## src/sv/fpa_pkg.sv

```systemverilog
package fpa_pkg;

  // Working value width and fraction bits (Q24.8 by default)
  localparam int VW        = 32;
  localparam int FRAC_BITS = 8;

  // Magnitude, product, division widths
  localparam int MW   = VW;                 // |x| up to 2^(VW-1)
  localparam int PW   = 2 * MW;             // |a|*|b|
  localparam int RW   = PW + 1;             // rounding sum, also widest magnitude
  localparam int NUMW = MW + FRAC_BITS;     // |a| << FRAC_BITS
  localparam int NDW  = NUMW + 2;           // 2*num + den
  localparam int DW   = MW + 1;             // 2*den

  localparam logic [RW-1:0] HALF =
    (FRAC_BITS > 0) ? (RW'(1) << ((FRAC_BITS > 0 ? FRAC_BITS : 1) - 1)) : '0;
  localparam logic [RW-1:0] LIM = RW'(1) << (VW - 1);

  localparam logic signed [VW-1:0] VMAX = {1'b0, {(VW-1){1'b1}}};
  localparam logic signed [VW-1:0] VMIN = {1'b1, {(VW-1){1'b0}}};

  typedef enum logic [3:0] {
    OP_ADD, OP_SUB, OP_MUL, OP_DIV, OP_MIN, OP_MAX, OP_GT, OP_LT,
    OP_GE, OP_LE, OP_EQ, OP_NE, OP_INC, OP_DEC, OP_INT2FIX, OP_FIX2INT
  } op_t;

  typedef enum logic [1:0] {
    ERR_OK   = 2'd0,
    ERR_DIV0 = 2'd1,
    ERR_SAT  = 2'd2,
    ERR_RSVD = 2'd3
  } err_t;

  // One item on its way down the pipeline
  typedef struct packed {
    logic                  valid;
    op_t                   op;
    logic                  neg;     // sign of mul/div result
    logic [MW-1:0]         mag_a;
    logic [MW-1:0]         mag_b;
    logic signed [VW-1:0]  res;     // result of the single-stage operations
    logic                  cmp;
    err_t                  err;
    logic [PW-1:0]         prod;
    logic [NDW-1:0]        dvd;     // dividend, shifted out MSB first
    logic [DW-1:0]         den;
    logic [DW-1:0]         rem;
    logic [NDW-1:0]        quot;
  } pipe_t;

  typedef struct packed {
    logic signed [VW-1:0] v;
    logic                 sat;
  } sres_t;

  function automatic sres_t from_mag(input logic neg, input logic [RW-1:0] mag);
    sres_t r;
    r.sat = 1'b0;
    if (neg) begin
      if (mag > LIM) begin
        r.sat = 1'b1;
        r.v   = VMIN;
      end else begin
        r.v = VW'(~mag + RW'(1));
      end
    end else begin
      if (mag > LIM - RW'(1)) begin
        r.sat = 1'b1;
        r.v   = VMAX;
      end else begin
        r.v = VW'(mag);
      end
    end
    return r;
  endfunction

endpackage

```

## src/sv/fpa_mul.sv

```systemverilog
module fpa_mul import fpa_pkg::*; (
  input  logic  clk,
  input  logic  rst_n,
  input  logic  en,
  input  pipe_t stg_i,
  output pipe_t stg_r
);

  pipe_t stg_nxt;

  // Form the magnitude product; rounding waits for the back end
  always_comb begin
    stg_nxt      = stg_i;
    stg_nxt.prod = stg_i.mag_a * stg_i.mag_b;
  end

  always_ff @(posedge clk) begin
    if (!rst_n) begin
      stg_r.valid <= 1'b0;
    end else if (en) begin
      stg_r <= stg_nxt;
    end
  end

endmodule

```

## config.mk

```make
export PLATFORM = sky130hd
export DESIGN_NAME = fpa_mul
export DESIGN_NICKNAME = d
export VERILOG_FILES = /design/src/sv/fpa_pkg.sv /design/src/sv/fpa_mul.sv
export SDC_FILE = /design/constraint.sdc
export NUM_CORES = 2
export LEC_CHECK = 0
export BUFFER_PORTS_ARGS = -buffer_cell sky130_fd_sc_hd__buf_2
export CAP_MARGIN = 20
export CELL_PAD_IN_SITES_DETAIL_PLACEMENT = 0
export CELL_PAD_IN_SITES_GLOBAL_PLACEMENT = 1
export CORE_MARGIN = 4
export CORE_UTILIZATION = 51
export CTS_CLUSTER_SIZE = 8
export DETAILED_ROUTE_END_ITERATION = 12
export PLACE_DENSITY_LB_ADDON = 0.1
export REMOVE_ABC_BUFFERS = 1
export SYNTH_ARGS = -nofsm -noshare
export SYNTH_HDL_FRONTEND = slang
export SYNTH_SLANG_ARGS = --single-unit
```

## constraint.sdc

```tcl
create_clock -name clk -period 23.8 [get_ports clk]
set_input_delay 4.76 -clock clk [delete_from_list [all_inputs] [get_ports clk]]
set_output_delay 4.76 -clock clk [all_outputs]
set_load 0.05 [all_outputs]
```

==> impl_metrics.xml <==
<?xml version="1.0" encoding="UTF-8"?>
<metrics>
  <group name="status">
    <metric name="result_of_the_run" unit="">finished clean</metric>
  </group>
  <group name="final_layout">
    <metric name="largest_register_ffs" unit="">319</metric>
    <metric name="largestRegisters" unit="">stg_r (319)</metric>
    <metric name="number_of_filler_instances_in_the_final_layout" unit="">7396</metric>
    <metric name="syn_to_final_growth" unit="%">11.62</metric>
    <metric name="proportion_of_layout_cells_with_a_drive_suffix_above_1" unit="%">15.18</metric>
    <metric name="registers.top_by_ff_count" unit="">stg_r</metric>
    <metric name="nNetsFinal" unit="">5953</metric>
  </group>
  <group name="critical_path">
    <metric name="crit_path_end_kind" unit="">flop</metric>
    <metric name="crit_end" unit="">stg_r[201]</metric>
    <metric name="cp_max_fo" unit="">33</metric>
    <metric name="regToRegStartpoint" unit="">stg_r[318]</metric>
    <metric name="worst-endpoint-arrival" unit="ns">12.25</metric>
    <metric name="regToRegSetupSlack" unit="ns">23.21</metric>
    <metric name="worst_r2r_end" unit="">stg_r[318]</metric>
    <metric name="timing.reg2reg.worst_path_depth" unit="">2</metric>
    <metric name="setup.worst_path.start_class" unit="">primary input</metric>
    <metric name="worst_setup_path_startpoint" unit="">stg_i[293]</metric>
    <metric name="cp_data_required_time" unit="ns">24.10</metric>
    <metric name="worst-setup-path-type" unit="">primary input to flop</metric>
  </group>
  <group name="floorplan">
    <metric name="row_count" unit="">106</metric>
    <metric name="initial_utilization" unit="%">51.43</metric>
    <metric name="die-height" unit="microns">298.5</metric>
    <metric name="floorplan.io_pins" unit="">641</metric>
    <metric name="design.die.area" unit="sq mm">0.08910</metric>
    <metric name="floorplan.die.width" unit="microns">298.5</metric>
    <metric name="core-area" unit="sq mm">0.08369</metric>
  </group>
  <group name="synthesis">
    <metric name="synthDominantCellAreaShare" unit="%">41.68</metric>
    <metric name="synth.avg_cell_area" unit="sq um">10.66</metric>
    <metric name="synth.yosys.seq_area_share" unit="%">22.23</metric>
    <metric name="yosysTopAreaCell" unit="">fa_1</metric>
    <metric name="synth_enable_flop_cells" unit="">318</metric>
    <metric name="synth.cell_area" unit="sq mm">0.04304</metric>
    <metric name="netlist_instances" unit="">4037</metric>
    <metric name="yosys_reg_bits" unit="">319</metric>
    <metric name="post_synth_most_frequent_cells" unit="">fa_1, inv_1, and2_1, nand2_1, edfxtp_1</metric>
    <metric name="yosys.cell_count.top_type" unit="">fa_1</metric>
    <metric name="yosysUniqueCellTypes" unit="">65</metric>
    <metric name="synth-async-reset-ratio" unit="%">0</metric>
    <metric name="ys.flop_type" unit="">edfxtp_1</metric>
    <metric name="ys.warnings.count" unit="">0</metric>
    <metric name="post_synth_main_area_contributors" unit="">fa_1, edfxtp_1, and2_1</metric>
  </group>
  <group name="clock_tree">
    <metric name="clock_slew_seen_by_the_registers_of_the_worst_setup_and_hold_paths" unit="ns">0.05</metric>
    <metric name="cts.sinks" unit="">319</metric>
    <metric name="maximum_number_of_buffers_from_clock_root_to_sink" unit="">3</metric>
    <metric name="post_cts_resized" unit="">0</metric>
    <metric name="cts-hold-fix-buffers" unit="">0</metric>
    <metric name="post-cts-setup-buffers" unit="">0</metric>
    <metric name="cts-root-buf" unit="">clkbuf_16</metric>
    <metric name="clkLatencyLatePin" unit="ns">0.59</metric>
    <metric name="cts_made_buffers" unit="">47</metric>
    <metric name="clock_tree_from_tritoncts" unit="">built</metric>
    <metric name="cts.htree.levels" unit="">2</metric>
  </group>
  <group name="flow_run">
    <metric name="maxCapViolCount" unit="">0</metric>
  </group>
  <group name="place">
    <metric name="place_hpwl" unit="mm">86.76</metric>
    <metric name="port_buffers" unit="">576</metric>
    <metric name="globalplace.congestion" unit="">0.8713</metric>
  </group>
  <group name="global_route">
    <metric name="grt_pass1_vias" unit="">31660</metric>
    <metric name="global_route.overflow_total" unit="">0</metric>
    <metric name="grt_resource_usage_total" unit="%">26.62</metric>
    <metric name="antenna_found_initial" unit="">2</metric>
    <metric name="grt_max_degree" unit="">81</metric>
    <metric name="grt_pass1_wl" unit="mm">183.1</metric>
  </group>
  <group name="sta">
    <metric name="final_min_period_over_clock_period" unit="%">50.21</metric>
    <metric name="tightestPinTransition" unit="ns">0.9636</metric>
    <metric name="rsz0062_at_grt" unit="">false</metric>
    <metric name="max_clock_freq" unit="MHz">83.68</metric>
    <metric name="finalSetupViolCount" unit="">0</metric>
    <metric name="slew_headroom" unit="%">35.76</metric>
    <metric name="finalClockSkew" unit="ns">0</metric>
    <metric name="timing_hold_violations_final" unit="">0</metric>
    <metric name="timing.final.max_slew_violations" unit="">0</metric>
    <metric name="final.min_clock_period" unit="ns">11.95</metric>
    <metric name="aggregate_negative_setup_slack" unit="ns">0</metric>
  </group>
  <group name="routing">
    <metric name="detailroute.via_count" unit="">29240</metric>
    <metric name="ant_nets" unit="">0</metric>
    <metric name="routed_wire_length_per_instance" unit="microns">20.49</metric>
    <metric name="firstDrtPassIters" unit="">5</metric>
    <metric name="1st_iter_drt_viols" unit="">1673</metric>
    <metric name="via_density_per_instance" unit="">5.205</metric>
    <metric name="route.detailed.drc" unit="">0</metric>
    <metric name="detail_route.wirelength" unit="mm">115.1</metric>
  </group>
  <group name="hold_path">
    <metric name="min_path_type" unit="">flop to flop</metric>
  </group>
</metrics>
-- per-layer routing --
layer / GRT usage (%) / vias to the layer above / part of all wire [%]
met1: 36.67 / 15290 / 42
met3: 4.315 / 134 / 6.4
met2: 45.16 / 903 / 49
li1: - / 12910 / -
met5: 0 / - / 0.010
met4: 5.386 / 2 / 2.0
-- layout make-up --
cell class,instances,area (sq um),area share (%)
clock buffers,49,1184,2.464
well taps,1134,1419,2.954
inverters,866,3251,6.767
multi-input cells,2633,29380,61.17
repair buffers,605,3100,6.454
flip-flops and latches,319,9569,19.92
diodes,3,7.507,0.01563
clock inverters,8,125.1,0.2605
-- kinds of logic after synthesis --
family                   count (synthesis)  synth area share (%)
AO/OA/AOI/OAI                          208                 3.250
XOR/XNOR                                58                 1.180
adder cells (fa/ha/maj)               1159                 49.32
buffers and inverters                 1085                 9.501
flip-flops                             319                 22.23
multiplexers                             1               0.02326
AND/OR/NAND/NOR                       1207                 14.49
-- worst min-delay path by stage --
| stage | startpoint | end | slack, ns | cells past startpoint |
|---|---|---|---|---|
| after global routing | stg_r[318] | stg_r[318] | 0.59 | 2 |
| after detailed placement | stg_r[318] | stg_r[318] | 0.52 | 2 |
| after global placement | stg_r[318] | stg_r[318] | 0.49 | 2 |
| after floorplan | stg_r[318] | stg_r[318] | 0.74 | 2 |
| after CTS | stg_r[318] | stg_r[318] | 0.53 | 2 |
| final | stg_r[318] | stg_r[318] | 0.53 | 2 |
-- placed cells by master (no fill, tap or decap), types with 4 or more instances in the layout --
cell         n
inv_1      866
buf_4       29
and2_1     604
ha_1       263
o21bai_1    17
a31oi_1      9
a21oi_1     63
xor2_1      18
nand2b_1     4
nand2_1    480
nor2b_1      6
edfxtp_1   318
xnor2_1     40
o21a_1       8
nor3_1       9
a211oi_1     7
o21ai_0     29
a21o_1      30
fa_1       896
nor4_1       5
and3_1       6
o21ai_1      6
nor2_1      41
o211ai_1     5
nand4_1     16
clkbuf_16   47
nand3_1     20
buf_2      576
-- worst max-delay path, cell delays in order --
cell and delay [ns]:
buf_2 0.71, and2_1 0.26, fa_1 0.47, fa_1 0.52
fa_1 0.54, inv_1 0.05, fa_1 0.47, inv_1 0.05
fa_1 0.50, inv_1 0.05, fa_1 0.54, inv_1 0.05
fa_1 0.38, fa_1 0.41, ha_1 0.41, a21oi_1 0.27
o21bai_1 0.09, a21oi_1 0.14, o21ai_0 0.13, o2111ai_1 0.24
nand2_1 0.18, a21oi_2 0.32, nor2_1 0.09, a211oi_1 0.57
-- stage by stage --
stage               cells  util (%)  hold WS (ns)  area, sq um  setup WS, ns
detailed placement   5557     55.83        0.5183        46720         11.24
CTS                  5614     57.39        0.5328        48030         11.88
floorplan            3818         -        0.7429        42200         11.15
finish               5617     57.40        0.5277        48040         11.85
global route         5614     57.39        0.5898        48030         11.46
global placement     5557     55.83        0.4944        46720         11.22
Power is not shown: default switching activity piles up to over one toggle a cycle in this logic, so the estimate is an artifact.
