### src/sv/fpa_pkg.sv
package fpa_pkg;

  // Working value width and fraction bits (Q24.8 by default)
  localparam int VW        = 32;
  localparam int FRAC_BITS = 8;

  // Magnitude, product, division widths
  localparam int MW   = VW;                 // |x| up to 2^(VW-1)
  localparam int PW   = 2 * MW;             // |a|*|b|
  localparam int RW   = PW + 1;             // rounding sum, also widest magnitude
  localparam int NUMW = MW + FRAC_BITS;     // |a| << FRAC_BITS
  localparam int NDW  = NUMW + 2;           // 2*num + den
  localparam int DW   = MW + 1;             // 2*den

  localparam logic [RW-1:0] HALF =
    (FRAC_BITS > 0) ? (RW'(1) << ((FRAC_BITS > 0 ? FRAC_BITS : 1) - 1)) : '0;
  localparam logic [RW-1:0] LIM = RW'(1) << (VW - 1);

  localparam logic signed [VW-1:0] VMAX = {1'b0, {(VW-1){1'b1}}};
  localparam logic signed [VW-1:0] VMIN = {1'b1, {(VW-1){1'b0}}};

  typedef enum logic [3:0] {
    OP_ADD, OP_SUB, OP_MUL, OP_DIV, OP_MIN, OP_MAX, OP_GT, OP_LT,
    OP_GE, OP_LE, OP_EQ, OP_NE, OP_INC, OP_DEC, OP_INT2FIX, OP_FIX2INT
  } op_t;

  typedef enum logic [1:0] {
    ERR_OK   = 2'd0,
    ERR_DIV0 = 2'd1,
    ERR_SAT  = 2'd2,
    ERR_RSVD = 2'd3
  } err_t;

  // One item on its way down the pipeline
  typedef struct packed {
    logic                  valid;
    op_t                   op;
    logic                  neg;     // sign of mul/div result
    logic [MW-1:0]         mag_a;
    logic [MW-1:0]         mag_b;
    logic signed [VW-1:0]  res;     // result of the single-stage operations
    logic                  cmp;
    err_t                  err;
    logic [PW-1:0]         prod;
    logic [NDW-1:0]        dvd;     // dividend, shifted out MSB first
    logic [DW-1:0]         den;
    logic [DW-1:0]         rem;
    logic [NDW-1:0]        quot;
  } pipe_t;

  typedef struct packed {
    logic signed [VW-1:0] v;
    logic                 sat;
  } sres_t;

  function automatic sres_t from_mag(input logic neg, input logic [RW-1:0] mag);
    sres_t r;
    r.sat = 1'b0;
    if (neg) begin
      if (mag > LIM) begin
        r.sat = 1'b1;
        r.v   = VMIN;
      end else begin
        r.v = VW'(~mag + RW'(1));
      end
    end else begin
      if (mag > LIM - RW'(1)) begin
        r.sat = 1'b1;
        r.v   = VMAX;
      end else begin
        r.v = VW'(mag);
      end
    end
    return r;
  endfunction

endpackage

### src/sv/fpa_div_step.sv
module fpa_div_step import fpa_pkg::*; (
  input  logic  clk,
  input  logic  rst_n,
  input  logic  en,
  input  pipe_t stg_i,
  output pipe_t stg_r
);

  pipe_t       stg_nxt;
  logic [DW:0] trial;
  logic [DW:0] diff;

  // One restoring step: bring down the next dividend bit, subtract if it fits
  always_comb begin
    stg_nxt = stg_i;
    trial   = {stg_i.rem, stg_i.dvd[NDW-1]};
    diff    = trial - {1'b0, stg_i.den};
    stg_nxt.dvd = stg_i.dvd << 1;
    if (!diff[DW]) begin
      stg_nxt.rem  = diff[DW-1:0];
      stg_nxt.quot = {stg_i.quot[NDW-2:0], 1'b1};
    end else begin
      stg_nxt.rem  = trial[DW-1:0];
      stg_nxt.quot = {stg_i.quot[NDW-2:0], 1'b0};
    end
  end

  always_ff @(posedge clk) begin
    if (!rst_n) begin
      stg_r.valid <= 1'b0;
    end else if (en) begin
      stg_r <= stg_nxt;
    end
  end

endmodule

### config.mk
export PLATFORM = sky130hd
export DESIGN_NAME = fpa_div_step
export DESIGN_NICKNAME = d
export VERILOG_FILES = /design/src/sv/fpa_pkg.sv /design/src/sv/fpa_div_step.sv
export SDC_FILE = /design/constraint.sdc
export NUM_CORES = 1
export LEC_CHECK = 0
export ABC_AREA = 1
export BUFFER_PORTS_ARGS = -buffer_cell sky130_fd_sc_hd__buf_2
export CAP_MARGIN = 25
export CORE_AREA = 2 2 250 252
export CTS_CLUSTER_DIAMETER = 50
export CTS_CLUSTER_SIZE = 12
export DETAILED_ROUTE_END_ITERATION = 7
export DIE_AREA = 0 0 252 254
export GPL_ROUTABILITY_DRIVEN = 0
export PLACE_DENSITY = 0.42
export SYNTH_ARGS = -nofsm -noshare
export SYNTH_HDL_FRONTEND = slang
export SYNTH_SLANG_ARGS = --single-unit
export TNS_END_PERCENT = 20
### constraint.sdc
create_clock -name clk -period 8.9 [get_ports clk]
set_input_delay 0 -clock clk [delete_from_list [all_inputs] [get_ports clk]]
set_output_delay 0 -clock clk [all_outputs]
set_load 0.01 [all_outputs]
==> results.yml, run 1 <==
global_route:
  gr-total-overflow: 0
  grt_max_degree: 107
  grt_usage_pct: 18.6
  grt_pass1_vias: 12003
  antenna_found_initial: 18
  grt_pass1_wl_mm: 84.7
cts:
  cts-root-buf: "clkbuf_16"
  clockBufferDepth: 3
  insertion_delay_ns: 0.58
  cts_setup_buffers: 0
  ctsResizeCount: 0
  cts_htree_levels: 2
  numCtsBuffers: 49
  cts.reportedPaths.clkPinSlew_ns: 0.06
  cts.sinks: 318
  cts_tree: "done"
final_layout:
  largest_reg_flops: 318
  area_delta_synth_final_pct: 67.5
  fin_nets: 2404
  reg_top3: "stg_r (318)"
  drive_gt1_share_pct: 36.8
  final_core_util_pct: 36.0
  regMostFlops: "stg_r"
  fillers: 6244
  mostFrequentLayoutCells: "buf_2, dlygate4sd3_1, edfxtp_1"
  final_common_cell: "buf_2"
synth:
  syn-num-nets: 1406
  synth_top_cell_by_area: "edfxtp_1"
  yosysUniqueCellTypes: 33
  yosysWarnings: 0
  yosys-top-cells-area: "edfxtp_1, nand2_1, inv_1"
  syn_inst: 1050
  syn_avg_cell_area_um2: 12.5
  synth_top_area_share_pct: 72.3
  ys_seq_elements: 318
  synthesis.area_um2: 13200
  seq_area_frac_synth_pct: 72.4
routing:
  drt_pass1_iterations: 5
  drt-initial-drc-count: 610
  vias: 11644
  wl_per_cell_um: 21.5
  drc_errors: 0
  routed_via_density: 4.03
  drtAntennaViolNets: 0
  wl_mm: 62.0
power_and_ir_drop:
  power.total_mw: 4.36
  sw_frac_of_total_pct: 27.9
  p_int_mw: 3.14
  seq_power_share_pct: 41.3
  pwr-share-comb_pct: 16.0
  power_density_nw_per_um2: 198
  p_sw_mw: 1.22
  pwr-share-clk_pct: 42.7
  ir_drop_mv: 0.149
  leakage_nw: 10.0
worst_setup_path:
  slowest_stage: "dlygate4sd3_1"
  ff2ff_path_depth: 3
  endpoint_kind: "register"
  path_cells: "dlygate4sd3_1 -> buf_2 -> inv_1 -> ha_1 -> nand2_1 -> inv_1 -> nand2_1 -> nand2_1 -> inv_1 -> nand2_1 -> inv_1 -> nand2_4 -> nand2_4 -> nand3_4 -> nand3_1 -> nand2_1"
  critPathMaxStageDelay_ns: 0.64
  required_ns: 9.19
  setup.worst_path.start_class: "input pin"
  worstPathArrival_ns: 2.79
  path_common_cell: "nand2_1"
  path_class: "in2reg"
  critPathMaxFanout: 33
job:
  maxCapViolCount: 0
timing:
  tns_ns: 0
  tightest_slew_ns: 0.955
  grt_setup_unrepaired: "no"
  final-max-slew-violation-count: 0
  finClkSkew_ns: 0
  max_freq_mhz: 399
  hold_violations: 0
  fin_crit_sh_pct: 28.1
  relSlewSlack_pct: 36.3
  setup_violations: 0
  min_period_ns: 2.50
floorplanning:
  core_area_um2: 61300
  rows: 91
  dieArea_um2: 64000
  die_h_um: 254
  initial_core_util_pct: 21.5
  die_w_um: 252
  ioPinCount: 641
worst_hold_path:
  min_path_type: "in2reg"
  min_path_cells: 2
placement:
  io_buffers: 638
  hpwl_mm: 48.7
run_status:
  status: "complete, no violations"
## cells in the mapped netlist
library cell,count
nor2_1,41
buf_6,8
ha_1,33
or2_2,2
o21ai_0,1
a21oi_1,20
xor2_1,14
nor2_4,2
and2_1,10
inv_2,6
xnor2_1,1
inv_1,167
nand3b_1,1
edfxtp_1,317
nand3_2,16
nand2_4,5
a21oi_2,1
nand2_1,286
buf_4,5
nor3_4,1
dfxtp_1,1
nand4_1,6
o21bai_1,2
conb_1,1
nor3_1,8
nor2_2,2
nand3_1,80
o21ai_1,1
nand2_2,7
nor3_2,1
fa_1,1
a21o_1,1
nand3_4,2
## per-layer routing
metal	global-route usage [%]	part of all wire, %
met5	0	0.16
met2	33.8	52
met3	5.15	6.9
met1	20.6	38
met4	7.03	3.6
## power by group through the flow
| stage | Combinational, mW | Sequential [mW] | Clock [mW] |
|---|---|---|---|
| 6_report | 0.697 | 1.80 | 1.86 |
| 5_1_grt | 0.761 | 1.81 | 1.98 |
| 4_1_cts | 0.712 | 1.80 | 1.93 |
| 3_5_place_dp | 0.584 | 1.83 | 0 |
| 3_3_place_gp | 0.583 | 1.83 | 0 |
| 2_1_floorplan | 0.224 | 1.91 | 0 |
## kinds of logic after synthesis
family	Yosys count	share of synthesized area [%]
AOI/OAI and AO/OA	26	1.07
xor gates and xnor gates	15	0.998
adders and majority gates	34	3.29
buffers and inverters	186	5.90
DFF	318	72.4
other	1	0.0285
and+or+nand+nor	470	16.3
## metrics by stage
stage / instances / instance area [um^2] / worst slack (ns) / hold slack, ns
2_1_floorplan: 1050 / 13200 / 2.13 / 0.0935
3_3_place_gp: 2468 / 17300 / 6.47 / 0.177
3_5_place_dp: 2468 / 17300 / 6.43 / 0.178
4_1_cts: 2873 / 22000 / 6.39 / 0.0785
5_1_grt: 2878 / 22000 / 6.21 / 0.0796
6_report: 2886 / 22100 / 6.40 / 0.119
## worst paths after layout
| check | slack, ns | endpoint | startpoint |
|---|---|---|---|
| min reg2reg | 1.12 | stg_r[318] | stg_r[318] |
| max reg2reg | 7.70 | stg_r[318] | stg_r[318] |
| min | 0.12 | stg_r[212] | stg_i[212] |
| max | 6.40 | stg_r[63] | stg_i[91] |
## worst max-delay path, delay by kind of cell
kind	cells	cell delay [ns]
adder cells (fa/ha/maj)	1	0.33
buffers and inverters	6	1.13
AND/OR/NAND/NOR	9	1.33
## final cells by class
cell class,instances,area (um^2),area share (%)
Tap cell,790,988,4.48
Clock buffer,55,1250,5.66
Inverter,173,657,2.98
Timing Repair Buffer,960,6430,29.1
Multi-Input combinational cell,546,2850,12.9
Clock inverter,32,318,1.44
Sequential cell,318,9540,43.2
Antenna cell,12,30.0,0.136
## timing repair
item	in CTS	in global routing
hold buffers	318	0
setup endpoints to repair	0	0
hold endpoints to repair	317	0
(Power assumes the default switching activity.)
==> run 2, diff against run 1 <==
--- a/config.mk
+++ b/config.mk
@@ -14,7 +14,7 @@
 export DETAILED_ROUTE_END_ITERATION = 7
 export DIE_AREA = 0 0 252 254
 export GPL_ROUTABILITY_DRIVEN = 0
-export PLACE_DENSITY = 0.42
+export PLACE_DENSITY = 0.44
 export SYNTH_ARGS = -nofsm -noshare
 export SYNTH_HDL_FRONTEND = slang
 export SYNTH_SLANG_ARGS = --single-unit
==> constraint.sdc (replaced) <==
create_clock -name clk -period 2.1 [get_ports clk]
set_input_delay 0 -clock clk [delete_from_list [all_inputs] [get_ports clk]]
set_output_delay 0 -clock clk [all_outputs]
set_load 0.01 [all_outputs]
==> run 2 against run 1 <==
Against the previous run:
- combinational power grew to 4.6 times the previous value
- critical path depth unchanged
- hold slack got worse by 0.064 ns
- power grew to 4.3 times the previous value
- global-route usage grew 0.44 points
- critical path type unchanged
- largest cell class unchanged
==> results.yml, run 2 (synthesized netlist as in run 1, its figures left out) <==
timing:
  final-max-slew-violation-count: 0
  hold_violations: 0
  finClkSkew_ns: 0
  fin_crit_sh_pct: 96.5
  relSlewSlack_pct: 58.9
  hold_ws_ns: 0.0552
  tightest_slew_ns: 0.617
  min_period_ns: 2.03
  max_freq_mhz: 494
  grt_setup_unrepaired: "yes"
  setup_violations: 0
power_and_ir_drop:
  leakage_nw: 10.4
  p_sw_mw: 5.11
  pwr-share-comb_pct: 17.1
  seq_power_share_pct: 41.0
  power_density_nw_per_um2: 823
  pwr-share-clk_pct: 41.9
  ir_drop_mv: 0.550
  sw_frac_of_total_pct: 27.3
  p_int_mw: 13.6
worst_setup_path:
  required_ns: 2.43
  endpoint_kind: "register"
  setup.worst_path.start_class: "input pin"
  critPathMaxFanout: 16
  path_class: "in2reg"
  worstPathArrival_ns: 2.35
global_route:
  gr-total-overflow: 0
  grt_pass1_vias: 12282
  grt_usage_pct: 19.0
  antenna_found_initial: 22
  grt_max_degree: 91
  grt_pass1_wl_mm: 86.0
floorplanning:
  initial_core_util_pct: 21.5
  core_area_um2: 61300
  ioPinCount: 641
  dieArea_um2: 64000
  die_h_um: 254
  die_w_um: 252
  rows: 91
routing:
  wl_per_cell_um: 21.6
  wl_mm: 63.6
  routed_via_density: 4.08
  vias: 12008
  drt-initial-drc-count: 713
  drc_errors: 0
  drtAntennaViolNets: 0
  drt_pass1_iterations: 5
cts:
  cts_tree: "done"
  cts_htree_levels: 2
  insertion_delay_ns: 0.57
  cts.reportedPaths.clkPinSlew_ns: 0.05
  cts_setup_buffers: 0
  numCtsBuffers: 47
  clockBufferDepth: 3
  cts-root-buf: "clkbuf_16"
  cts.sinks: 318
final_layout:
  reg_top3: "stg_r (318)"
  area_delta_synth_final_pct: 72.7
  mostFrequentLayoutCells: "buf_2, dlygate4sd3_1, edfxtp_1"
  final_core_util_pct: 37.1
  final_common_cell: "buf_2"
  regMostFlops: "stg_r"
  largest_reg_flops: 318
  stdcell_area_um2: 22700
  fin_nets: 2470
  drive_gt1_share_pct: 39.4
worst_hold_path:
  min_path_type: "in2reg"
run_status:
  status: "complete, no violations"
job:
  maxCapViolCount: 0
placement:
  hpwl_mm: 50.3
  place_area_um2: 17900
  io_buffers: 638
-- run 2: layer usage --
layer	up-vias	share of wire (%)	global-route usage [%]
met1	5733	38	20.9
met2	461	51	34.3
met3	120	7.1	5.37
li1	5672	-	-
met4	22	4.1	8.06
met5	-	0.23	0
-- run 2: final timing paths --
| check | slack, ns | end | cells past startpoint | start |
|---|---|---|---|---|
| setup / recovery | 0.07 | stg_r[70] | 16 | stg_i[99] |
| hold / removal | 0.06 | stg_r[74] | 5 | stg_i[74] |
| setup reg to reg | 0.92 | stg_r[318] | 3 | stg_r[318] |
| hold reg to reg | 1.10 | stg_r[318] | 3 | stg_r[318] |
-- run 2: critical path, stage by stage --
cell and delay [ns]:
dlygate4sd3_1 0.53, buf_2 0.11, inv_1 0.05, ha_1 0.38, nand2_1 0.14, inv_2 0.08
nand2_1 0.05, nand2_1 0.11, inv_1 0.08, a21oi_2 0.19, nor2_4 0.09, nand2_4 0.09
nand2_4 0.07, buf_12 0.16, nand3_1 0.13, nand2_1 0.07
-- run 2: final cells by class --
cell class	instances	area [um^2]
diodes	7	17.5
flip-flops and latches	318	9540
repair buffers	1028	7070
inverters	173	653
multi-input cells	546	2940
fillers	6094	38500
clock inverters	28	312
well taps	790	988
clock buffers	53	1220
-- run 2: metrics by stage --
stage	setup slack [ns]	std cells	TNS [ns]	power, mW
after detailed placement	-0.106	2536	-0.193	10.5
after global routing	-0.0298	2939	-0.0298	19.5
after CTS	0.000680	2935	0	19.0
final	0.0738	2943	0	18.7
after global placement	-0.109	2536	-0.191	10.5
after floorplan	-3.08	1050	-975.39	9.02
-- run 2: repair_timing --
| item | CTS | global route |
|---|---|---|
| setup endpoints to repair | 0 | 33 |
| resized for setup | 0 | 16 |
| endpoints found under the hold margin | 317 | 1 |
| hold buffers | 318 | 1 |
-- run 2: power groups by stage --
stage	Combinational (mW)	Sequential [mW]	Clock, mW
final	3.21	7.66	7.84
after global routing	3.48	7.70	8.31
after CTS	3.23	7.67	8.08
after detailed placement	2.70	7.78	0
after global placement	2.70	7.79	0
after floorplan	0.953	8.06	0
