===== src/sv/fpa_pkg.sv =====
package fpa_pkg;

  // Working value width and fraction bits (Q24.8 by default)
  localparam int VW        = 32;
  localparam int FRAC_BITS = 8;

  // Magnitude, product, division widths
  localparam int MW   = VW;                 // |x| up to 2^(VW-1)
  localparam int PW   = 2 * MW;             // |a|*|b|
  localparam int RW   = PW + 1;             // rounding sum, also widest magnitude
  localparam int NUMW = MW + FRAC_BITS;     // |a| << FRAC_BITS
  localparam int NDW  = NUMW + 2;           // 2*num + den
  localparam int DW   = MW + 1;             // 2*den

  localparam logic [RW-1:0] HALF =
    (FRAC_BITS > 0) ? (RW'(1) << ((FRAC_BITS > 0 ? FRAC_BITS : 1) - 1)) : '0;
  localparam logic [RW-1:0] LIM = RW'(1) << (VW - 1);

  localparam logic signed [VW-1:0] VMAX = {1'b0, {(VW-1){1'b1}}};
  localparam logic signed [VW-1:0] VMIN = {1'b1, {(VW-1){1'b0}}};

  typedef enum logic [3:0] {
    OP_ADD, OP_SUB, OP_MUL, OP_DIV, OP_MIN, OP_MAX, OP_GT, OP_LT,
    OP_GE, OP_LE, OP_EQ, OP_NE, OP_INC, OP_DEC, OP_INT2FIX, OP_FIX2INT
  } op_t;

  typedef enum logic [1:0] {
    ERR_OK   = 2'd0,
    ERR_DIV0 = 2'd1,
    ERR_SAT  = 2'd2,
    ERR_RSVD = 2'd3
  } err_t;

  // One item on its way down the pipeline
  typedef struct packed {
    logic                  valid;
    op_t                   op;
    logic                  neg;     // sign of mul/div result
    logic [MW-1:0]         mag_a;
    logic [MW-1:0]         mag_b;
    logic signed [VW-1:0]  res;     // result of the single-stage operations
    logic                  cmp;
    err_t                  err;
    logic [PW-1:0]         prod;
    logic [NDW-1:0]        dvd;     // dividend, shifted out MSB first
    logic [DW-1:0]         den;
    logic [DW-1:0]         rem;
    logic [NDW-1:0]        quot;
  } pipe_t;

  typedef struct packed {
    logic signed [VW-1:0] v;
    logic                 sat;
  } sres_t;

  function automatic sres_t from_mag(input logic neg, input logic [RW-1:0] mag);
    sres_t r;
    r.sat = 1'b0;
    if (neg) begin
      if (mag > LIM) begin
        r.sat = 1'b1;
        r.v   = VMIN;
      end else begin
        r.v = VW'(~mag + RW'(1));
      end
    end else begin
      if (mag > LIM - RW'(1)) begin
        r.sat = 1'b1;
        r.v   = VMAX;
      end else begin
        r.v = VW'(mag);
      end
    end
    return r;
  endfunction

endpackage


===== src/sv/fpa_front.sv =====
module fpa_front import fpa_pkg::*; (
  input  logic          clk,
  input  logic          rst_n,
  input  logic          en,
  input  logic          in_valid,
  input  logic [3:0]    in_cmd,
  input  logic [VW-1:0] in_a,
  input  logic [VW-1:0] in_b,
  output pipe_t         stg_r
);

  pipe_t                stg_nxt;
  logic signed [VW-1:0] a;
  logic signed [VW-1:0] b;
  logic signed [VW:0]   sum;
  logic signed [VW:0]   dif;
  logic [MW-1:0]        ma;
  logic [MW-1:0]        mb;

  always_comb begin
    a   = signed'(in_a);
    b   = signed'(in_b);
    sum = {a[VW-1], a} + {b[VW-1], b};
    dif = {a[VW-1], a} - {b[VW-1], b};
    ma  = a[VW-1] ? (~in_a + MW'(1)) : in_a;
    mb  = b[VW-1] ? (~in_b + MW'(1)) : in_b;

    stg_nxt       = '0;
    stg_nxt.valid = in_valid;
    stg_nxt.op    = op_t'(in_cmd);
    stg_nxt.neg   = a[VW-1] ^ b[VW-1];
    stg_nxt.mag_a = ma;
    stg_nxt.mag_b = mb;
    stg_nxt.err   = ERR_OK;
    stg_nxt.dvd   = (NDW'(ma) << (FRAC_BITS + 1)) + NDW'(mb);
    stg_nxt.den   = {mb, 1'b0};

    unique case (op_t'(in_cmd))
      OP_ADD: begin
        if (sum[VW] != sum[VW-1]) begin
          stg_nxt.res = sum[VW] ? VMIN : VMAX;
          stg_nxt.err = ERR_SAT;
        end else begin
          stg_nxt.res = sum[VW-1:0];
        end
      end
      OP_SUB: begin
        if (dif[VW] != dif[VW-1]) begin
          stg_nxt.res = dif[VW] ? VMIN : VMAX;
          stg_nxt.err = ERR_SAT;
        end else begin
          stg_nxt.res = dif[VW-1:0];
        end
      end
      OP_MIN:     stg_nxt.res = (a < b) ? a : b;
      OP_MAX:     stg_nxt.res = (a > b) ? a : b;
      OP_GT:      stg_nxt.cmp = a > b;
      OP_LT:      stg_nxt.cmp = a < b;
      OP_GE:      stg_nxt.cmp = a >= b;
      OP_LE:      stg_nxt.cmp = a <= b;
      OP_EQ:      stg_nxt.cmp = a == b;
      OP_NE:      stg_nxt.cmp = a != b;
      OP_INC:     stg_nxt.res = a + VW'(1);
      OP_DEC:     stg_nxt.res = a - VW'(1);
      OP_INT2FIX: stg_nxt.res = a <<< FRAC_BITS;
      OP_FIX2INT: stg_nxt.res = a >>> FRAC_BITS;
      default: begin
        // mul and div finish at the back end; flag a zero divisor now
        if (op_t'(in_cmd) == OP_DIV && mb == '0) stg_nxt.err = ERR_DIV0;
      end
    endcase
  end

  always_ff @(posedge clk) begin
    if (!rst_n) begin
      stg_r.valid <= 1'b0;
    end else if (en) begin
      stg_r <= stg_nxt;
    end
  end

endmodule


===== config.mk =====
export PLATFORM = sky130hd
export DESIGN_NAME = fpa_front
export DESIGN_NICKNAME = d
export VERILOG_FILES = /design/src/sv/fpa_pkg.sv /design/src/sv/fpa_front.sv
export SDC_FILE = /design/constraint.sdc
export NUM_CORES = 1
export LEC_CHECK = 0
export BUFFER_PORTS_ARGS = -buffer_cell sky130_fd_sc_hd__buf_2
export CAP_MARGIN = 10
export CORE_MARGIN = 10
export CORE_UTILIZATION = 40
export CTS_CLUSTER_DIAMETER = 60
export DETAILED_ROUTE_END_ITERATION = 10
export GPL_TIMING_DRIVEN = 0
export PLACE_DENSITY = 0.71
export RECOVER_POWER = 100
export SLEW_MARGIN = 30
export SYNTH_ARGS = -nofsm -noshare
export SYNTH_HDL_FRONTEND = slang
export SYNTH_SLANG_ARGS = --single-unit

===== constraint.sdc =====
create_clock -name clk -period 6.3 [get_ports clk]
set_input_delay 1.26 -clock clk [delete_from_list [all_inputs] [get_ports clk]]
set_output_delay 1.26 -clock clk [all_outputs]
set_load 0.02 [all_outputs]

==> results of run 1 <==
[layout make-up]
cell class              count  area, sq um  area share
clock buffers              17          425      0.0230
well taps                 518          648      0.0351
inverters                  87          332      0.0180
diodes                      1         2.50    0.000135
plain buffers             262         1700      0.0922
repair buffers            252         1030      0.0560
multi-input cells        1492         9970       0.540
flip-flops and latches    138         4130       0.224
clock inverters            15          223      0.0121
[what timing repair did]
action,4_1_cts,5_1_grt
cloned,0,0
setup endpoints to repair,8,10
pin swaps,0,1
resized for setup,5,11
[cells in the mapped netlist, types with 6 or more instances]
master     number  area share
nand2b_1       22      0.0088
o41ai_1        12      0.0067
a211oi_1       12      0.0058
a21oi_1       138       0.044
nor2_1        113       0.027
a22oi_1         9      0.0043
edfxtp_1      137        0.26
a21o_1         38       0.018
buf_1           8      0.0019
nand3_1        46       0.015
a222oi_1       11      0.0071
nand2_1       102       0.025
or3_1          17      0.0068
a31oi_1        12      0.0048
nor3_1         32       0.010
mux2i_1        19       0.012
or4_1          11      0.0053
nor4_1         20      0.0080
nand3b_1        7      0.0034
o21ai_0       143       0.046
o21a_1         19      0.0091
buf_4         184       0.089
nand4_1        32       0.013
o211ai_1       15      0.0072
ha_1          119       0.095
o31ai_1        27       0.013
and3_1         12      0.0048
clkbuf_1       57       0.014
and2_1         11      0.0044
xnor2_1       142       0.080
o21bai_1       16      0.0077
inv_1          83       0.020
nor2b_1        21      0.0084
o2111ai_1       6      0.0034
o21ai_1         9      0.0029
buf_2          13      0.0042
or2_2           7      0.0028
a221oi_1       11      0.0062
xor2_1         23       0.013
a31o_2          6      0.0034
o22ai_1         9      0.0036
[path summary, 6_finish.rpt]
path | from | endpoint | cells past startpoint
hold reg to reg | stg_r[318] | stg_r[318] | 2
hold / removal | stg_r[318] | stg_r[318] | 2
setup reg to reg | stg_r[318] | stg_r[318] | 2
setup / recovery | in_b[28] | stg_r[226] | 16
[stage by stage]
stage	util	setup WS [ns]	power [mW]
after CTS	0.485	0.0269	3.95
final	0.478	0.0813	3.93
after global placement	0.467	-1.80	2.80
after detailed placement	0.468	-1.27	2.82
after floorplan	-	0.599	2.31
after global routing	0.478	0.0142	4.12
[report_power, final]
| group | switching [mW] | total, mW | internal [mW] | leakage, nW |
|---|---|---|---|---|
| Sequential | 0.0300 | 1.17 | 1.14 | 1.26 |
| Clock | 0.411 | 1.11 | 0.702 | 0.313 |
| Combinational | 1.09 | 1.65 | 0.552 | 6.11 |
[critical path: cells and delay by family]
kind                       cells  cell delay, ns
AOI/OAI and AO/OA              7            2.55
buffers and inverters          6            1.42
and+or+nand+nor                2            0.86
adders and majority gates      1            0.28
[layout by cell type (no fill, tap or decap), types with 9 or more instances in the layout]
cell / Yosys / final
nor2b_1: 21 / 21
mux2i_1: 19 / 19
or3_1: 17 / 17
nand2b_1: 22 / 22
nand2_1: 102 / 102
nor2_1: 113 / 112
ha_1: 119 / 119
edfxtp_1: 137 / 137
o21ai_0: 143 / 147
nand3_1: 46 / 47
buf_2: 13 / 77
nor4_1: 20 / 19
clkbuf_1: 57 / 240
o211ai_1: 15 / 15
xnor2_1: 142 / 142
a222oi_1: 11 / 11
a22oi_1: 9 / 9
nand4_1: 32 / 32
a21o_1: 38 / 38
a21oi_1: 138 / 138
a211oi_1: 12 / 12
and3_1: 12 / 12
or4_1: 11 / 14
o22ai_1: 9 / 9
o31ai_1: 27 / 27
a31oi_1: 12 / 13
xor2_1: 23 / 24
inv_1: 83 / 82
and2_1: 11 / 10
a221oi_1: 11 / 11
nor3_1: 32 / 32
clkbuf_16: 0 / 17
buf_4: 184 / 184
o21a_1: 19 / 19
o21bai_1: 16 / 16
conb_1: 1 / 141
o41ai_1: 12 / 11
[cells by family after synthesis]
kind of cell	after synthesis	share of synthesized area
XOR/XNOR	167	0.0947
flip-flops	138	0.265
AND/OR/NAND/NOR	483	0.162
adder cells (fa/ha/maj)	123	0.101
other	1	0.000240
buffers and inverters	350	0.130
multiplexers	22	0.0144
AO/OA/AOI/OAI	556	0.233
[metal layers]
layer	GRT usage	routed length, microns
met3	0.0774	6720
met5	0	23
met2	0.433	30200
met1	0.328	26600
met4	0.104	2520
==> results.json, run 1 <==
{
  "fin_skew_ns": 0,
  "grt_usage": 0.267,
  "wl_per_cell_microns": 23.7,
  "clk_path_buf_depth": 2,
  "irDropWorstVdd_uv": 140,
  "yosysUniqueCellTypes": 97,
  "top_register": "stg_r",
  "cts_tree": "built",
  "largest_reg_flops": 138,
  "dieWidth_microns": 218,
  "ys.flop_type": "edfxtp_1",
  "cp.required_ns": 6.46,
  "crit_path_end_kind": "flop",
  "final_cells": 2782,
  "violations": "max-capacitance violations, max-slew violations",
  "fin_crit_ns": 6.22,
  "status": "finished, violations left",
  "drt_pass1_iterations": 8,
  "synth-edff-count": 137,
  "chipHeight_microns": 218,
  "path_max_fanout": 10,
  "min_period_over_period": 0.987,
  "io_pins": 391,
  "max_freq_ghz": 0.161,
  "syn-cell-area_sq_um": 15600,
  "grt_setup_unrepaired": "false",
  "drc_errors": 0,
  "ys_seq_elements": 138,
  "cts_hold_buffers": 0,
  "cpMaxStageDelayCell": "nand4_1",
  "gr-total-overflow": 0,
  "cp_cell_sequence": "buf_2 > clkbuf_1 > inv_1 > ha_1 > clkbuf_1 > a21oi_1 > o31a_1 > o2111ai_1 > o21ai_0 > nand4_1 > a21o_1 > buf_4 > a22o_1 > clkbuf_1 > a221oi_1 > nand3_1",
  "cp-start-kind": "input pin",
  "post_dp_cell_area_sq_um": 18100,
  "nets": 2445,
  "drt_wl_total_mm": 66.0,
  "viasPerCell": 5.69,
  "powerDensity_nw_per_um2": 213,
  "syn_inst": 1840,
  "cap_viol_max_count": 2,
  "cts_num_sinks": 138,
  "arrival_ns": 6.38,
  "htree_levels": 4,
  "grt_pass1_vias": 15600,
  "place_inst": 2750,
  "power_leakage_nw": 7.68,
  "rows": 72,
  "dp_hpwl_mm": 54.0,
  "clk_pin_slew_ns": 0.06,
  "gp_congestion": 1.02,
  "r2r_setup_slack_ns": 5.71,
  "fin_area_sq_um": 18500,
  "grt_pass1_wl_mm": 96.2,
  "synthArstFlopShare": 0,
  "antenna_left": 0,
  "holdWs_ns": 0.524,
  "ys_seq_area_frac": 0.265,
  "relSlewSlack": -0.865,
  "drive_above_1_share": 0.150,
  "cp_common_cell": "clkbuf_1",
  "core_sq_um": 38600,
  "postCtsSetupBuffers": 0,
  "worst_pin_slew_ns": 2.80,
  "final-setup-viol-count": 0,
  "slew_viol_final": 88,
  "path_class": "input pin to flop",
  "reg.largest.list": "stg_r: 138 flops",
  "yosys_warnings": 0,
  "hold_violations": 0,
  "start_util": 0.404,
  "avgSynthCellArea_sq_um": 8.48,
  "root_buffer": "clkbuf_16",
  "portBuffers": 250,
  "grt_max_degree": 54,
  "drtIter0Drc": 1521,
  "nFillCells": 3867,
  "clk_latency_ns": 0.45,
  "min_path_type": "flop to flop",
  "antenna_found_initial": 3,
  "dieArea_sq_um": 47300,
  "vias": 15800,
  "cts_made_buffers": 17,
  "setup_tns_ns": 0,
  "crit_path_max_incr_delay_ns": 0.64,
  "syn2layout_area_growth_pct": 18.4
}
(Power assumes the default switching activity.)
==> run 2: changes to the inputs <==
==> constraint.sdc (replaced) <==
create_clock -name clk -period 7.73 [get_ports clk]
set_input_delay 0.3865 -clock clk [delete_from_list [all_inputs] [get_ports clk]]
set_output_delay 0.3865 -clock clk [all_outputs]
set_load 0.02 [all_outputs]
==> results.json, run 2 (synthesis gave the netlist of run 1 again) <==
{
  "p_comb_frac": 0.418,
  "top_register": "stg_r",
  "p_int_mw": 1.95,
  "seq_area_sq_um": 4130,
  "root_buffer": "clkbuf_16",
  "htree_levels": 4,
  "clk_path_buf_depth": 2,
  "nFillCells": 3877,
  "cap_viol_max_count": 3,
  "multi_input_area_sq_um": 9920,
  "pwr-share-clk": 0.283,
  "nets": 2446,
  "place_inst": 2750,
  "fin_ws_ns": 0.644,
  "fin_skew_ns": 0,
  "relSlewSlack": -0.862,
  "violations": "max-capacitance violations, max-slew violations",
  "clk_latency_ns": 0.45,
  "cts_hold_buffers": 0,
  "drt_pass1_iterations": 8,
  "hold_violations": 0,
  "post-route-util": 0.476,
  "grt_pass1_wl_mm": 96.2,
  "final-setup-viol-count": 0,
  "cts_tree": "built",
  "antenna_left": 0,
  "drtIter0Drc": 1573,
  "portBuffers": 250,
  "fin_crit_ns": 7.09,
  "viasPerCell": 5.69,
  "start_util": 0.404,
  "gp_congestion": 1.02,
  "vias": 15800,
  "cp.required_ns": 7.89,
  "dp_hpwl_mm": 54.0,
  "cp-start-kind": "input pin",
  "crit_path_end_kind": "flop",
  "core_sq_um": 38600,
  "dieWidth_microns": 218,
  "gr-total-overflow": 0,
  "grt_max_degree": 54,
  "syn2layout_area_growth_pct": 18.0,
  "layout_commonest_cell": "clkbuf_1",
  "slew_viol_final": 142,
  "rows": 72,
  "clk_pin_slew_ns": 0.07,
  "p_switching_mw": 1.25,
  "p_sw_frac": 0.391,
  "powerDensity_nw_per_um2": 174,
  "drc_errors": 0,
  "drt_wl_total_mm": 66.2,
  "wl_per_cell_microns": 23.8,
  "path_class": "input pin to flop",
  "grt_setup_unrepaired": "false",
  "dieArea_sq_um": 47300,
  "cts_num_sinks": 138,
  "min_path_type": "input pin to flop",
  "cts_made_buffers": 17,
  "postCtsSetupBuffers": 0,
  "arrival_ns": 7.24,
  "reg.largest.list": "stg_r: 138 flops",
  "grt_pass1_vias": 15600,
  "status": "finished, violations left",
  "final_cells": 2784,
  "io_pins": 391,
  "final_cell_mix": "clkbuf_1, buf_4, o21ai_0",
  "setup_tns_ns": 0,
  "antenna_found_initial": 3,
  "seqPwrFrac": 0.298,
  "max_freq_ghz": 0.141,
  "power_leakage_nw": 7.66,
  "holdWs_ns": 0.137,
  "ctsResizeCount": 0,
  "drive_above_1_share": 0.142,
  "worst_pin_slew_ns": 2.79,
  "irDropWorstVdd_uv": 114,
  "dp_slack_ns": 1.03,
  "min_period_over_period": 0.917,
  "chipHeight_microns": 218,
  "largest_reg_flops": 138,
  "path_max_fanout": 30,
  "grt_usage": 0.267
}
run 2: per-stage QoR:
step | cell area, sq um | power, mW
2_1_floorplan | 16100 | 1.89
3_3_place_gp | 18000 | 2.29
4_1_cts | 18700 | 3.22
6_report | 18400 | 3.20
5_1_grt | 18400 | 3.35
3_5_place_dp | 18100 | 2.30
run 2: area by class of cell:
cell class / instances / share of cell area
multi-input combinational: 1492 / 0.539
tap: 518 / 0.0352
timing repair buffer: 252 / 0.0560
clock buffer: 17 / 0.0231
antenna: 2 / 0.000272
inverter: 87 / 0.0177
clock inverter: 15 / 0.0121
buffer: 263 / 0.0923
sequential: 138 / 0.225
run 2: worst paths after layout:
check / startpoint / end / depth (start not counted) / slack, ns
max: in_cmd[2] / stg_r[238] / 18 / 0.64
min: in_cmd[0] / stg_r[314] / 1 / 0.14
max reg2reg: stg_r[318] / stg_r[318] / 2 / 7.14
min reg2reg: stg_r[318] / stg_r[318] / 2 / 0.52
run 2: power groups by stage:
stage | sequential (mW) | clock, mW | combinational [mW]
floorplan | 1.06 | 0 | 0.827
global placement | 0.968 | 0 | 1.32
detailed placement | 0.964 | 0 | 1.33
CTS | 0.950 | 0.932 | 1.34
global route | 0.960 | 0.954 | 1.44
finish | 0.954 | 0.906 | 1.34
run 2: per-layer routing:
layer  track usage  vias to the layer above  wire (microns)
li1              -                     7296               -
met4         0.103                        4            2230
met1         0.328                     7491           26500
met5             0                        -              25
met2         0.433                      918           30500
met3        0.0766                      137            6870
run 2: worst max-delay path, stage by stage:
cell,delay (ns)
clkbuf_1,0.33
nand2_1,0.19
nor2_1,0.40
clkbuf_1,0.55
clkbuf_1,0.54
nand2_1,0.19
inv_1,0.85
ha_1,0.45
a21oi_1,0.17
o22ai_1,0.12
or3_1,0.42
a2111oi_1,0.86
nor4_1,0.19
a2111oi_2,0.51
xor2_1,0.32
o21ai_0,0.14
a311oi_1,0.36
nand3_1,0.25
